**config.mk**
```make
export PLATFORM = sky130hd
export DESIGN_NAME = l2tk_list
export DESIGN_NICKNAME = d
export VERILOG_FILES = /design/src/sv/l2tk_pkg.sv /design/src/sv/l2tk_list.sv
export SDC_FILE = /design/constraint.sdc
export NUM_CORES = 2
export LEC_CHECK = 0
export BUFFER_PORTS_ARGS = -buffer_cell sky130_fd_sc_hd__buf_2
export CAP_MARGIN = 10
export CORE_AREA = 2 2 537 539
export CTS_BUF_LIST = sky130_fd_sc_hd__clkbuf_8
export CTS_CLUSTER_DIAMETER = 80
export DETAILED_ROUTE_END_ITERATION = 10
export DIE_AREA = 0 0 539 541
export RECOVER_POWER = 25
export SYNTH_ARGS = -nofsm -noshare
export SYNTH_HDL_FRONTEND = slang
export SYNTH_SLANG_ARGS = --single-unit
export TNS_END_PERCENT = 20
```
**constraint.sdc**
```tcl
create_clock -name clk -period 12.4 [get_ports clk]
set_input_delay 2.48 -clock clk [delete_from_list [all_inputs] [get_ports clk]]
set_output_delay 2.48 -clock clk [all_outputs]
set_load 0.1 [all_outputs]
```
**src/sv/l2tk_pkg.sv**
```systemverilog
// Shared types and constants of the L2 distance top-k selector.
package l2tk_pkg;

  localparam int MAX_LENGTH_DEF = 128;
  localparam int MAX_KEEP_DEF   = 16;

  localparam int KIND_W      = 2;
  localparam int ELEM_W      = 16;
  localparam int ID_W        = 32;
  localparam int DIST_W      = 48;
  localparam int SQ_W        = 32;
  localparam int RANK_W      = 4;
  localparam int VLEN_W      = 8;
  localparam int KEEP_W      = 5;
  localparam int CFG_INDEX_W = 2;
  localparam int CFG_DATA_W  = 8;

  localparam logic [VLEN_W-1:0] VLEN_RESET = 8'd128;
  localparam logic [KEEP_W-1:0] KEEP_RESET = 5'd16;
  localparam logic [DIST_W-1:0] DIST_ONES  = {DIST_W{1'b1}};

  typedef enum logic [KIND_W-1:0] {
    KIND_QUERY = 2'd0,
    KIND_CAND  = 2'd1,
    KIND_FLUSH = 2'd2,
    KIND_NONE  = 2'd3
  } kind_t;

  typedef enum logic [CFG_INDEX_W-1:0] {
    CFG_VLEN  = 2'd0,
    CFG_KEEP  = 2'd1,
    CFG_SPARE = 2'd2,
    CFG_UNUSED = 2'd3
  } cfg_index_t;

  // one kept neighbour
  typedef struct packed {
    logic              valid;
    logic [ID_W-1:0]   id;
    logic [DIST_W-1:0] sq_dist;
  } slot_t;

  // finished candidate or flush heading for the kept list
  typedef struct packed {
    logic              ins;
    logic              flush;
    logic [DIST_W-1:0] sq_dist;
    logic [ID_W-1:0]   id;
  } item_t;

endpackage

```
**src/sv/l2tk_list.sv**
```systemverilog
// Sorted list of kept neighbours with parallel compare and insert.
module l2tk_list #(
  parameter int MAX_KEEP = l2tk_pkg::MAX_KEEP_DEF
) (
  input  logic                          clk,
  input  logic                          rst_n,
  input  logic                          adv,
  input  l2tk_pkg::item_t               item,
  input  logic [$clog2(MAX_KEEP+1)-1:0] eff_keep,
  output logic                          load,
  output l2tk_pkg::slot_t               slots [MAX_KEEP]
);

  localparam int KW = $clog2(MAX_KEEP+1);

  l2tk_pkg::slot_t slot_r   [MAX_KEEP];
  l2tk_pkg::slot_t slot_nxt [MAX_KEEP];
  l2tk_pkg::slot_t prev     [MAX_KEEP];
  l2tk_pkg::slot_t fresh;
  logic [MAX_KEEP-1:0] in_rng, hit, past_hit;

  assign fresh = '{valid: 1'b1, id: item.id, sq_dist: item.sq_dist};
  assign load  = adv && item.flush;

  always_comb begin
    prev[0]     = slot_r[0];
    past_hit[0] = 1'b0;
    for (int i = 0; i < MAX_KEEP; i++) begin
      in_rng[i] = KW'(i) < eff_keep;
      hit[i]    = in_rng[i] && (!slot_r[i].valid || item.sq_dist < slot_r[i].sq_dist);
    end
    for (int i = 1; i < MAX_KEEP; i++) begin
      prev[i]     = slot_r[i-1];
      past_hit[i] = past_hit[i-1] | hit[i-1];
    end
    for (int i = 0; i < MAX_KEEP; i++) begin
      slot_nxt[i] = slot_r[i];
      if (adv && item.ins && in_rng[i]) begin
        if (past_hit[i]) begin
          slot_nxt[i] = prev[i];
        end else if (hit[i]) begin
          slot_nxt[i] = fresh;
        end
      end
      if (load) begin
        slot_nxt[i].valid = 1'b0;
      end
    end
  end

  always_ff @(posedge clk) begin
    for (int i = 0; i < MAX_KEEP; i++) begin
      slot_r[i].id      <= slot_nxt[i].id;
      slot_r[i].sq_dist <= slot_nxt[i].sq_dist;
    end
    if (!rst_n) begin
      for (int i = 0; i < MAX_KEEP; i++) begin
        slot_r[i].valid <= 1'b0;
      end
    end else begin
      for (int i = 0; i < MAX_KEEP; i++) begin
        slot_r[i].valid <= slot_nxt[i].valid;
      end
    end
  end

  assign slots = slot_r;

endmodule

```
==> reports/results.txt <==
CTS tree - yes
Outcome - finished with violations
Post-synth EDFFs - 1,280
PortBufs - 1,386
Final core utilization - 0.305
Fin cells - 11.4k
Detailed Routing Iterations Pass 1 - 5
Leak - 0.0346 uW
Antenna violations before repair - 25
Hold Path Depth - 1
RD Place Congestion - 0.920
Clock transition at path regs - 60 ps
RR Endpoint - slots[308]
Slew Viols, Final - 1,014
Kind of critical path - input port to flip-flop
Initial core utilization - 0.252
Pwr dens - 132 mW/mm2
Worst vdd ir - 0.0952 mV
Area grow syn2layout - 21.0%
Register area - 0.0388 mm2
Hold buffer count at CTS - 0
CP required - 13,160 ps
Max Fclk - 95.5 MHz
Final Hold Fails - 0
Final period util - 0.844
Critical path peak fanout - 87
Startpoint of the lowest-slack hold path - slots[145]
Ys Warns - 0
Post-synth ARST share - 0
Worst-skew pair later-pin latency - 1030 ps
Hold Path Sink - slots[64]
First-pass GRT wire length - 492,000 um
Vias in the first global route - 56.9k
Flop2flop setup slack - 4510 ps
Failing checks - max-capacitance violations, max-slew violations
Die area - 0.292 mm2
Startpoint types - input port
Syn avg cell area - 12.3 um2
Register-to-Register Path Depth - 14
Final min period - 10,470 ps
Share of cells above drive strength 1 - 0.224
Post-synth cell types - 64
Worst slew pin tran - 2270 ps
Routed WL per cell - 32.6 um
GRT Total Usage - 0.244
Row cnt - 197
Commonest non-fill, non-tap cell in the layout - edfxtp_1
Total chip power - 11,600 uW
Die X - 539 um
Largest net degree at the start of global routing - 88
Core area - 0.286 mm2
Synthesized flop and latch total - 1,296
Design Area, Final - 0.0873 mm2
# clock sinks - 1,296
DRC - 0
Synth Flop Type - edfxtp_1
Die Y - 541 um
Largest area contributor in the netlist - edfxtp_1
Initial DRC Count - 6,540
DR WL met3 - 35,700 um
Largest register FFs - 1,296
Worst min-delay path class - flip-flop to flip-flop
Most frequent cells in the layout - edfxtp_1 (1,280), clkbuf_1 (968), inv_1 (859)
CTS max path bufs - 4
Endpoints failing setup - 0
H-tree lvl count - 4
Layout Nets - 8,211
Fill cells - 29.8k
Largest cells by area after synthesis - edfxtp_1 (53%), ha_1 (13%), mux2_2 (12%)
Kind of end point of the critical path - flip-flop
Post-synth top area share - 0.533
Clock root cell - clkbuf_8
Worst Path Arrival - 11,230 ps
Routed vias - 57.9k
CTS buffer count - 240
GR Overflow Total - 0
R2r startpoint - slots[1165]
Post-cts sizing count - 0
Maxcap violations - 37
Area of the multi-input gates - 0.0297 mm2
I/O pin count - 1,387
Placed Cells - 10.9k
Critical Path Source - item[62]
Sum of negative setup slack - 0 ps
Met2 Wirelength - 173,000 um
Top sig layer - met5
Rel. slew slack - -0.513
Cells after Synth - 5,878
Syn_nets - 6,720
DP HPWL - 289,000 um
M1 WL - 140,000 um
Post-synthesis cell area - 0.0721 mm2
WL final - 371,000 um
Vias per inst - 5.10
Clock skew - 93.4 ps
Post-CTS Setup Inserts - 0
RSZ-0062 raised after global routing - no
Antenna Nets Post-Route - 0
Sequential fraction of the synthesis area - 0.537
DP Area - 0.0839 mm2
[through the flow]
step                      setup WS (ps)  hold slack [ps]
after global placement             1860              539
after global routing               1780              571
after detailed placement           1860              541
final                              1930              564
after floorplan                    1310              938
after CTS                          3000              539
[routing by layer]
metal / up-vias / GRT usage
li1: 24600 / -
met1: 29200 / 0.293
met2: 3366 / 0.404
met3: 710 / 0.0618
met4: 6 / 0.120
met5: - / 0
[power breakdown]
part           switching, uW  internal (uW)  leakage [uW]
registers                166           5000        0.0120
clock network           2050           2130       0.00271
logic                   1840            374        0.0198
[worst max path at each step]
stage                             end  slack [ps]
after floorplan           slots[1052]        1310
after global placement     slots[318]        1860
after detailed placement   slots[308]        1860
after CTS                  slots[308]        3000
after global routing       slots[308]        1780
final                      slots[308]        1930
[cells by family (layout without fill, tap and decap cells)]
family | count (synthesis) | count (layout) | synth area share
fa+ha+maj | 752 | 752 | 0.130
simple gates | 930 | 930 | 0.0600
mux | 871 | 871 | 0.136
buf+inv | 1025 | 2713 | 0.0553
other cells | 0 | 14 | 0
compound gates | 1004 | 1004 | 0.0812
flops | 1296 | 1296 | 0.537
[area by class of cell]
| class | instances | share of cell area |
|---|---|---|
| tap | 3781 | 0.0542 |
| clock buffer | 245 | 0.0386 |
| sequential | 1296 | 0.444 |
| clock inverter | 194 | 0.0141 |
| inverter | 763 | 0.0329 |
| timing repair buffer | 1511 | 0.0756 |
| antenna | 14 | 0.000401 |
| multi-input combinational | 3557 | 0.340 |
[critical path: stages]
cell	delay (ps)
buf_2	80
clkbuf_1	1470
ha_1	390
nand4_1	490
nor4_1	890
nand2_1	370
a21oi_1	920
o211ai_1	200
a22oi_2	310
nand3_4	280
nor3_2	270
buf_4	820
and3_4	810
buf_4	740
mux2_2	420
[cells in the mapped netlist, types with 5 or more instances]
| library cell | n |
|---|---|
| a2111oi_0 | 10 |
| a211o_1 | 8 |
| a211oi_1 | 48 |
| a21boi_0 | 6 |
| a21o_1 | 76 |
| a21oi_1 | 243 |
| a221o_1 | 8 |
| a221oi_1 | 12 |
| a311oi_1 | 5 |
| a31oi_1 | 12 |
| and2_1 | 5 |
| and3_1 | 8 |
| and4_1 | 14 |
| buf_1 | 12 |
| buf_2 | 56 |
| buf_4 | 19 |
| clkbuf_1 | 175 |
| dfxtp_1 | 16 |
| edfxtp_1 | 1280 |
| ha_1 | 752 |
| inv_1 | 763 |
| mux2_1 | 80 |
| mux2_2 | 789 |
| nand2_1 | 433 |
| nand2b_1 | 23 |
| nand3_1 | 104 |
| nand4_1 | 114 |
| nor2_1 | 117 |
| nor2b_1 | 24 |
| nor3_1 | 40 |
| nor4_1 | 16 |
| o211ai_1 | 16 |
| o21a_1 | 29 |
| o21ai_0 | 472 |
| o21bai_1 | 5 |
| o31ai_1 | 11 |
| o41ai_1 | 5 |
| or2_2 | 7 |
| or3_1 | 8 |
| or4_1 | 5 |
Note: power is estimated with default switching activity, not from simulation.
