<file path="src/sv/l2tk_pkg.sv">
// Shared types and constants of the L2 distance top-k selector.
package l2tk_pkg;

  localparam int MAX_LENGTH_DEF = 128;
  localparam int MAX_KEEP_DEF   = 16;

  localparam int KIND_W      = 2;
  localparam int ELEM_W      = 16;
  localparam int ID_W        = 32;
  localparam int DIST_W      = 48;
  localparam int SQ_W        = 32;
  localparam int RANK_W      = 4;
  localparam int VLEN_W      = 8;
  localparam int KEEP_W      = 5;
  localparam int CFG_INDEX_W = 2;
  localparam int CFG_DATA_W  = 8;

  localparam logic [VLEN_W-1:0] VLEN_RESET = 8'd128;
  localparam logic [KEEP_W-1:0] KEEP_RESET = 5'd16;
  localparam logic [DIST_W-1:0] DIST_ONES  = {DIST_W{1'b1}};

  typedef enum logic [KIND_W-1:0] {
    KIND_QUERY = 2'd0,
    KIND_CAND  = 2'd1,
    KIND_FLUSH = 2'd2,
    KIND_NONE  = 2'd3
  } kind_t;

  typedef enum logic [CFG_INDEX_W-1:0] {
    CFG_VLEN  = 2'd0,
    CFG_KEEP  = 2'd1,
    CFG_SPARE = 2'd2,
    CFG_UNUSED = 2'd3
  } cfg_index_t;

  // one kept neighbour
  typedef struct packed {
    logic              valid;
    logic [ID_W-1:0]   id;
    logic [DIST_W-1:0] sq_dist;
  } slot_t;

  // finished candidate or flush heading for the kept list
  typedef struct packed {
    logic              ins;
    logic              flush;
    logic [DIST_W-1:0] sq_dist;
    logic [ID_W-1:0]   id;
  } item_t;

endpackage

</file>
<file path="src/sv/l2tk_ifs.sv">
// Channel interfaces of the L2 distance top-k selector.
interface l2tk_in_if;
  logic                                valid;
  logic                                ready;
  logic [l2tk_pkg::KIND_W-1:0]         kind;
  logic signed [l2tk_pkg::ELEM_W-1:0]  element_value;
  logic [l2tk_pkg::ID_W-1:0]           candidate_id;

  modport source (output valid, kind, element_value, candidate_id, input ready);
  modport sink   (input valid, kind, element_value, candidate_id, output ready);
endinterface


</file>
<file path="src/sv/l2tk_dist.sv">
// Element position, query store, squared difference and distance accumulation.
module l2tk_dist #(
  parameter int MAX_LENGTH = l2tk_pkg::MAX_LENGTH_DEF
) (
  input  logic                         clk,
  input  logic                         rst_n,
  l2tk_in_if.sink                      in_ch,
  input  logic                         adv,
  input  logic [$clog2(MAX_LENGTH+1)-1:0] eff_len,
  output l2tk_pkg::item_t              item_r
);

  localparam int AW    = (MAX_LENGTH > 1) ? $clog2(MAX_LENGTH) : 1;
  localparam int LEN_W = $clog2(MAX_LENGTH+1);
  localparam int EW    = l2tk_pkg::ELEM_W;
  localparam int DW    = l2tk_pkg::DIST_W;

  l2tk_pkg::kind_t kind;
  logic                  accept;
  logic [AW-1:0]         cnt_r, cnt_nxt, pos;
  logic [LEN_W-1:0]      pos_inc;
  logic                  at_end;

  logic signed [EW-1:0]  qmem [MAX_LENGTH];
  logic signed [EW-1:0]  q_rd_r;

  logic                  s1_cand_r, s1_flush_r, s1_first_r, s1_last_r;
  logic signed [EW-1:0]  s1_elem_r;
  logic [l2tk_pkg::ID_W-1:0] s1_id_r;

  logic signed [EW:0]    diff;
  logic [EW-1:0]         mag;

  logic                  s2_cand_r, s2_flush_r, s2_first_r, s2_last_r;
  logic [l2tk_pkg::ID_W-1:0] s2_id_r;
  logic [l2tk_pkg::SQ_W-1:0] s2_sq_r;

  logic [DW-1:0]         acc_r, sat;
  logic [DW:0]           sum;
  logic [l2tk_pkg::ID_W-1:0] cur_id_r;

  assign kind        = l2tk_pkg::kind_t'(in_ch.kind);
  assign in_ch.ready = adv;
  assign accept      = in_ch.valid && adv;

  // a counter left past a shortened length restarts at zero
  assign pos     = (LEN_W'(cnt_r) >= eff_len) ? '0 : cnt_r;
  assign pos_inc = LEN_W'(pos) + LEN_W'(1);
  assign at_end  = pos_inc >= eff_len;

  always_comb begin
    cnt_nxt = cnt_r;
    if (accept) begin
      case (kind)
        l2tk_pkg::KIND_QUERY, l2tk_pkg::KIND_CAND: cnt_nxt = at_end ? '0 : AW'(pos_inc);
        l2tk_pkg::KIND_FLUSH:                      cnt_nxt = '0;
        default:                                   cnt_nxt = cnt_r;
      endcase
    end
  end

  always_ff @(posedge clk) begin
    if (!rst_n) begin
      cnt_r <= '0;
    end else begin
      cnt_r <= cnt_nxt;
    end
  end

  always_ff @(posedge clk) begin
    if (accept && kind == l2tk_pkg::KIND_QUERY) begin
      qmem[pos] <= in_ch.element_value;
    end
  end

  always_ff @(posedge clk) begin
    if (adv) begin
      q_rd_r <= qmem[pos];
    end
  end

  // stage 1: element with its query value
  always_ff @(posedge clk) begin
    if (!rst_n) begin
      s1_cand_r  <= 1'b0;
      s1_flush_r <= 1'b0;
    end else if (adv) begin
      s1_cand_r  <= accept && kind == l2tk_pkg::KIND_CAND;
      s1_flush_r <= accept && kind == l2tk_pkg::KIND_FLUSH;
    end
  end

  always_ff @(posedge clk) begin
    if (adv) begin
      s1_first_r <= pos == '0;
      s1_last_r  <= at_end;
      s1_elem_r  <= in_ch.element_value;
      s1_id_r    <= in_ch.candidate_id;
    end
  end

  assign diff = {s1_elem_r[EW-1], s1_elem_r} - {q_rd_r[EW-1], q_rd_r};
  assign mag  = diff[EW] ? EW'(-diff) : EW'(diff);

  // stage 2: squared difference
  always_ff @(posedge clk) begin
    if (!rst_n) begin
      s2_cand_r  <= 1'b0;
      s2_flush_r <= 1'b0;
    end else if (adv) begin
      s2_cand_r  <= s1_cand_r;
      s2_flush_r <= s1_flush_r;
    end
  end

  always_ff @(posedge clk) begin
    if (adv) begin
      s2_first_r <= s1_first_r;
      s2_last_r  <= s1_last_r;
      s2_id_r    <= s1_id_r;
      s2_sq_r    <= l2tk_pkg::SQ_W'(mag) * l2tk_pkg::SQ_W'(mag);
    end
  end

  assign sum = (s2_first_r ? {(DW+1){1'b0}} : (DW+1)'(acc_r)) + (DW+1)'(s2_sq_r);
  assign sat = sum[DW] ? l2tk_pkg::DIST_ONES : sum[DW-1:0];

  // stage 3: accumulate; a finished candidate or a flush goes on to the list
  always_ff @(posedge clk) begin
    if (!rst_n) begin
      acc_r    <= '0;
      cur_id_r <= '0;
      item_r   <= '0;
    end else if (adv) begin
      if (s2_cand_r) begin
        acc_r <= s2_last_r ? '0 : sat;
        if (s2_first_r) begin
          cur_id_r <= s2_id_r;
        end
      end else if (s2_flush_r) begin
        acc_r <= '0;
      end
      item_r.ins     <= s2_cand_r && s2_last_r;
      item_r.flush   <= s2_flush_r;
      item_r.sq_dist <= sat;
      item_r.id      <= s2_first_r ? s2_id_r : cur_id_r;
    end
  end

endmodule

</file>
<file path="src/flat_wrapper.sv">
// flat-port wrapper written by rule: the top's interface ports become plain ports
module l2tk_dist_flat 
#(
  parameter int MAX_LENGTH = l2tk_pkg::MAX_LENGTH_DEF
)
  (clk, rst_n, adv, eff_len, item_r, in_ch_valid, in_ch_kind, in_ch_element_value, in_ch_candidate_id, in_ch_ready);
  l2tk_in_if in_ch_i ();
  input  logic clk;
  input  logic rst_n;
  input  logic adv;
  input  logic [$clog2(MAX_LENGTH+1)-1:0] eff_len;
  output l2tk_pkg::item_t item_r;
  input wire logic [$bits(in_ch_i.valid)-1:0] in_ch_valid;
  input wire logic [$bits(in_ch_i.kind)-1:0] in_ch_kind;
  input wire logic [$bits(in_ch_i.element_value)-1:0] in_ch_element_value;
  input wire logic [$bits(in_ch_i.candidate_id)-1:0] in_ch_candidate_id;
  output wire logic [$bits(in_ch_i.ready)-1:0] in_ch_ready;
  assign in_ch_i.valid = in_ch_valid;
  assign in_ch_i.kind = in_ch_kind;
  assign in_ch_i.element_value = in_ch_element_value;
  assign in_ch_i.candidate_id = in_ch_candidate_id;
  assign in_ch_ready = in_ch_i.ready;
  l2tk_dist #(.MAX_LENGTH(MAX_LENGTH)) u_core (.clk(clk), .rst_n(rst_n), .in_ch(in_ch_i), .adv(adv), .eff_len(eff_len), .item_r(item_r));
endmodule
</file>
<file path="config.mk">
export PLATFORM = sky130hd
export DESIGN_NAME = l2tk_dist_flat
export DESIGN_NICKNAME = d
export VERILOG_FILES = /design/src/sv/l2tk_pkg.sv /design/src/sv/l2tk_ifs.sv /design/src/sv/l2tk_dist.sv /design/src/flat_wrapper.sv
export SDC_FILE = /design/constraint.sdc
export NUM_CORES = 2
export LEC_CHECK = 0
export ABC_AREA = 1
export BUFFER_PORTS_ARGS = -buffer_cell sky130_fd_sc_hd__buf_2
export CORE_MARGIN = 2
export CORE_UTILIZATION = 52
export DETAILED_ROUTE_END_ITERATION = 8
export PLACE_DENSITY = 0.68
export SYNTH_ARGS = -nofsm -noshare
export SYNTH_HDL_FRONTEND = slang
export SYNTH_SLANG_ARGS = --single-unit
</file>
<file path="constraint.sdc">
create_clock -name clk -period 10.2 [get_ports clk]
set_clock_uncertainty 0.15 [all_clocks]
set_input_delay 1.02 -clock clk [delete_from_list [all_inputs] [get_ports clk]]
set_output_delay 1.02 -clock clk [all_outputs]
set_load 0.02 [all_outputs]
</file>
==> qor.yml <==
status:
  status: "complete, no violations"
floorplan:
  initial_core_util: 0.522
  die_h_um: 465
  coreArea_um2: 212000
  die_w_um: 465
  rows: 169
  die-area_um2: 216000
  num_io_pins: 145
critical_path:
  slowest_stage: "fa_1"
  critPathMaxStageDelay_ps: 560
  worstPathRequired_ps: 10680
  crit_type: "reg2reg"
  crit_fanout: 18
  reg2reg_to: "u_core.s2_sq_r[29]"
  ff2ff_setup_slack_ps: 1540
  reg2reg_depth: 35
  r2r-start: "u_core.q_rd_r[0]"
  worst_path_most_repeated_cell: "nand2_1"
  startpoint_type: "flop"
  endpoint_kind: "flop"
  crit_arrival_ps: 9140
sta:
  hold_viol_final: 0
  tns_ps: 0
  drv_slew: 0
  tightest_slew_ps: 1130
  fin_crit_ps: 8660
  clock.fmax_mhz: 115
  relSlewSlack: 0.246
  fin_crit_sh: 0.849
  setup_viol_count_final: 0
  rsz0062_at_grt: "false"
detailed_routing:
  viasPerCell: 5.27
  routedWlPerCell_um: 20.3
  vias: 75600
  routed.top_layer: "met5"
  drc: 0
  drt_iter0_drc: 8158
  dr.pass1.iters: 6
  wl_mm: 291
  wl_met3_mm: 21.9
  wl_met2_mm: 137
  antenna_left: 0
  m1WireLength_mm: 123
clock_network:
  post_cts_buffers: 0
  cts_sinks: 2352
  path_clk_slew_ps: 70
  cts-root-buf: "clkbuf_16"
  clk_path_buf_depth: 3
  cts_tree: "yes"
  holdBufCountCts: 0
  cts_resized: 0
  numCtsBuffers: 234
  htreeDepth: 4
  worstSkewPairLatency_ps: 880
hold_path:
  min-delay-start: "in_ch_candidate_id[12]"
  holdPathStages: 1
  min_to: "u_core.s1_id_r[12]"
  min_path_type: "in2reg"
synthesis:
  synth_top_area_frac: 0.591
  async_flop_share: 0
  syn_area_per_cell_um2: 9.87
  synth_nets: 11600
  yosysTopAreaCell: "edfxtp_1"
  syn_area_um2: 111000
  yosys_register_bits: 2352
  synthTopCellsByArea: "edfxtp_1 (59%), nand2_1 (9.9%), inv_1 (7.8%)"
  synth_seq_area_share: 0.623
  ys.flop_type: "edfxtp_1"
  synth_edf_count: 2179
  synthCells: 11200
  synth.distinct_cells: 50
  ys_warn_count: 0
grt:
  grt_max_degree: 207
  grt_use_total: 0.266
  overflow: 0
  grt_pass1_wl_mm: 438
  antenna_found_initial: 4
  grt_pass1_vias: 71800
placed_design:
  place.gp.congestion: 0.915
  hpwl_mm: 175
  port_buffers: 144
  dp_cells: 13900
cells_and_area:
  nFillCells: 17700
  stdcell_count: 14300
  fin_nets: 11700
  area_growth_pct: 10.7
  drive_gt1_frac: 0.0745
flow_run:
  maxCapViolations: 0
pwr:
  power_density_nw_per_um2: 376
  peakVddDrop_mv: 2.60
  total_leakage_power_nw: 54.4
worst max-delay path, delay by kind of cell, from the launching register on:
family | cells | cell delay, ps
simple gates | 14 | 1680
compound gates | 7 | 1450
fa+ha+maj | 9 | 3930
buf+inv | 5 | 850
flops | 1 | 380
how the worst max path moves through the flow:
| stage | startpoint | to | slack, ps |
|---|---|---|---|
| 6_report | u_core.q_rd_r[0] | u_core.s2_sq_r[29] | 1540 |
| 5_1_grt | u_core.q_rd_r[0] | u_core.s2_sq_r[29] | 970 |
| 4_1_cts | u_core.q_rd_r[0] | u_core.s2_sq_r[29] | 1510 |
| 3_5_place_dp | u_core.s1_elem_r[0] | u_core.s2_sq_r[29] | 1550 |
| 3_3_place_gp | u_core.s1_elem_r[0] | u_core.s2_sq_r[29] | 1530 |
| 2_1_floorplan | u_core.q_rd_r[0] | u_core.s2_sq_r[29] | 2710 |
metrics by stage:
| step | worst slack, ps | util | instance area (µm²) | hold slack, ps | total power, W |
|---|---|---|---|---|---|
| 6_report | 1540 | 0.578 | 122000 | 163 | 0.0461 |
| 5_1_grt | 965 | 0.578 | 122000 | 109 | 0.0492 |
| 4_1_cts | 1510 | 0.578 | 122000 | 93.0 | 0.0466 |
| 3_5_place_dp | 1550 | 0.541 | 115000 | 256 | 0.0378 |
| 3_3_place_gp | 1530 | 0.541 | 115000 | 251 | 0.0376 |
| 2_1_floorplan | 2710 | - | 111000 | 250 | 0.0319 |
sequential cells by signal, indices dropped and copies added, names as in the netlist:
| name | flops |
|---|---|
| u_core.acc_r | 48 |
| u_core.s2_id_r | 32 |
| u_core.s1_last_r | 1 |
| u_core.item_r | 82 |
| u_core.s2_sq_r | 31 |
| u_core.s1_elem_r | 16 |
| u_core.s2_last_r | 1 |
| u_core.s1_id_r | 32 |
| u_core.s2_cand_r | 1 |
| u_core.cnt_r | 7 |
| u_core.s1_flush_r | 1 |
| u_core.s1_cand_r | 1 |
| u_core.s1_first_r | 1 |
| u_core.s2_first_r | 1 |
| u_core.s2_flush_r | 1 |
| u_core.q_rd_r | 16 |
| u_core.cur_id_r | 32 |
| u_core.qmem | 2048 |
placed cells by master, fill, tap and decap left out, drive strengths merged, types with 4 or more instances in the layout:
master | netlist | layout
a21o | 16 | 16
a21oi | 205 | 205
a31oi | 10 | 10
buf | 288 | 335
bufinv | 0 | 29
clkbuf | 190 | 292
clkinv | 4 | 97
clkinvlp | 0 | 9
dfxtp | 173 | 173
diode | 0 | 4
edfxtp | 2179 | 2179
fa | 163 | 163
ha | 162 | 162
inv | 2314 | 2319
mux2i | 32 | 32
nand2 | 2920 | 2920
nand3 | 988 | 988
nand3b | 5 | 5
nand4 | 87 | 87
nor2 | 642 | 642
nor3 | 17 | 17
nor4 | 5 | 5
o211ai | 180 | 180
o21ai | 414 | 414
o21bai | 8 | 8
or2 | 122 | 122
xnor2 | 19 | 19
xor2 | 51 | 51
layer usage:
| metal | track usage | vias to the layer above |
|---|---|---|
| met5 | 0 | - |
| met4 | 0.0853 | 2 |
| met3 | 0.0326 | 443 |
| met2 | 0.432 | 2963 |
| met1 | 0.374 | 36100 |
| li1 | - | 36100 |
Yosys cell counts (all sizes together) (3+ instances only):
library cell	n
nand2	2920
inv	2314
edfxtp	2179
nand3	988
nor2	642
o21ai	414
buf	288
a21oi	205
clkbuf	190
o211ai	180
dfxtp	173
fa	163
ha	162
or2	122
nand4	87
xor2	51
mux2i	32
xnor2	19
nor3	17
a21o	16
a31oi	10
o21bai	8
nand3b	5
nor4	5
clkinv	4
a21boi	3
o2111ai	3
o21a	3
cell type report:
cell class,count,area [µm²],share of cell area
clock inverters,136,1600,0.0131
diodes,4,10.0,0.0000817
flip-flops and latches,2352,68900,0.563
multi-input cells,6065,31100,0.254
clock buffers,292,6260,0.0511
inverters,2318,8710,0.0711
well taps,2821,3530,0.0288
repair buffers,335,2410,0.0197
power by group:
group | leakage [nW] | internal, W | switching (W)
Combinational | 29.5 | 0.00956 | 0.0156
Sequential | 21.1 | 0.0120 | 0.0000750
Clock | 3.81 | 0.00508 | 0.00371
Total | 54.4 | 0.0267 | 0.0194
kinds of logic after synthesis:
group	Yosys count	synth area share
buf+inv	2796	0.0982
fa+ha+maj	325	0.0478
compound gates	847	0.0436
xor+xnor	70	0.00554
flops	2352	0.623
simple gates	4791	0.179
mux	32	0.00289
(Power assumes the default switching activity.)
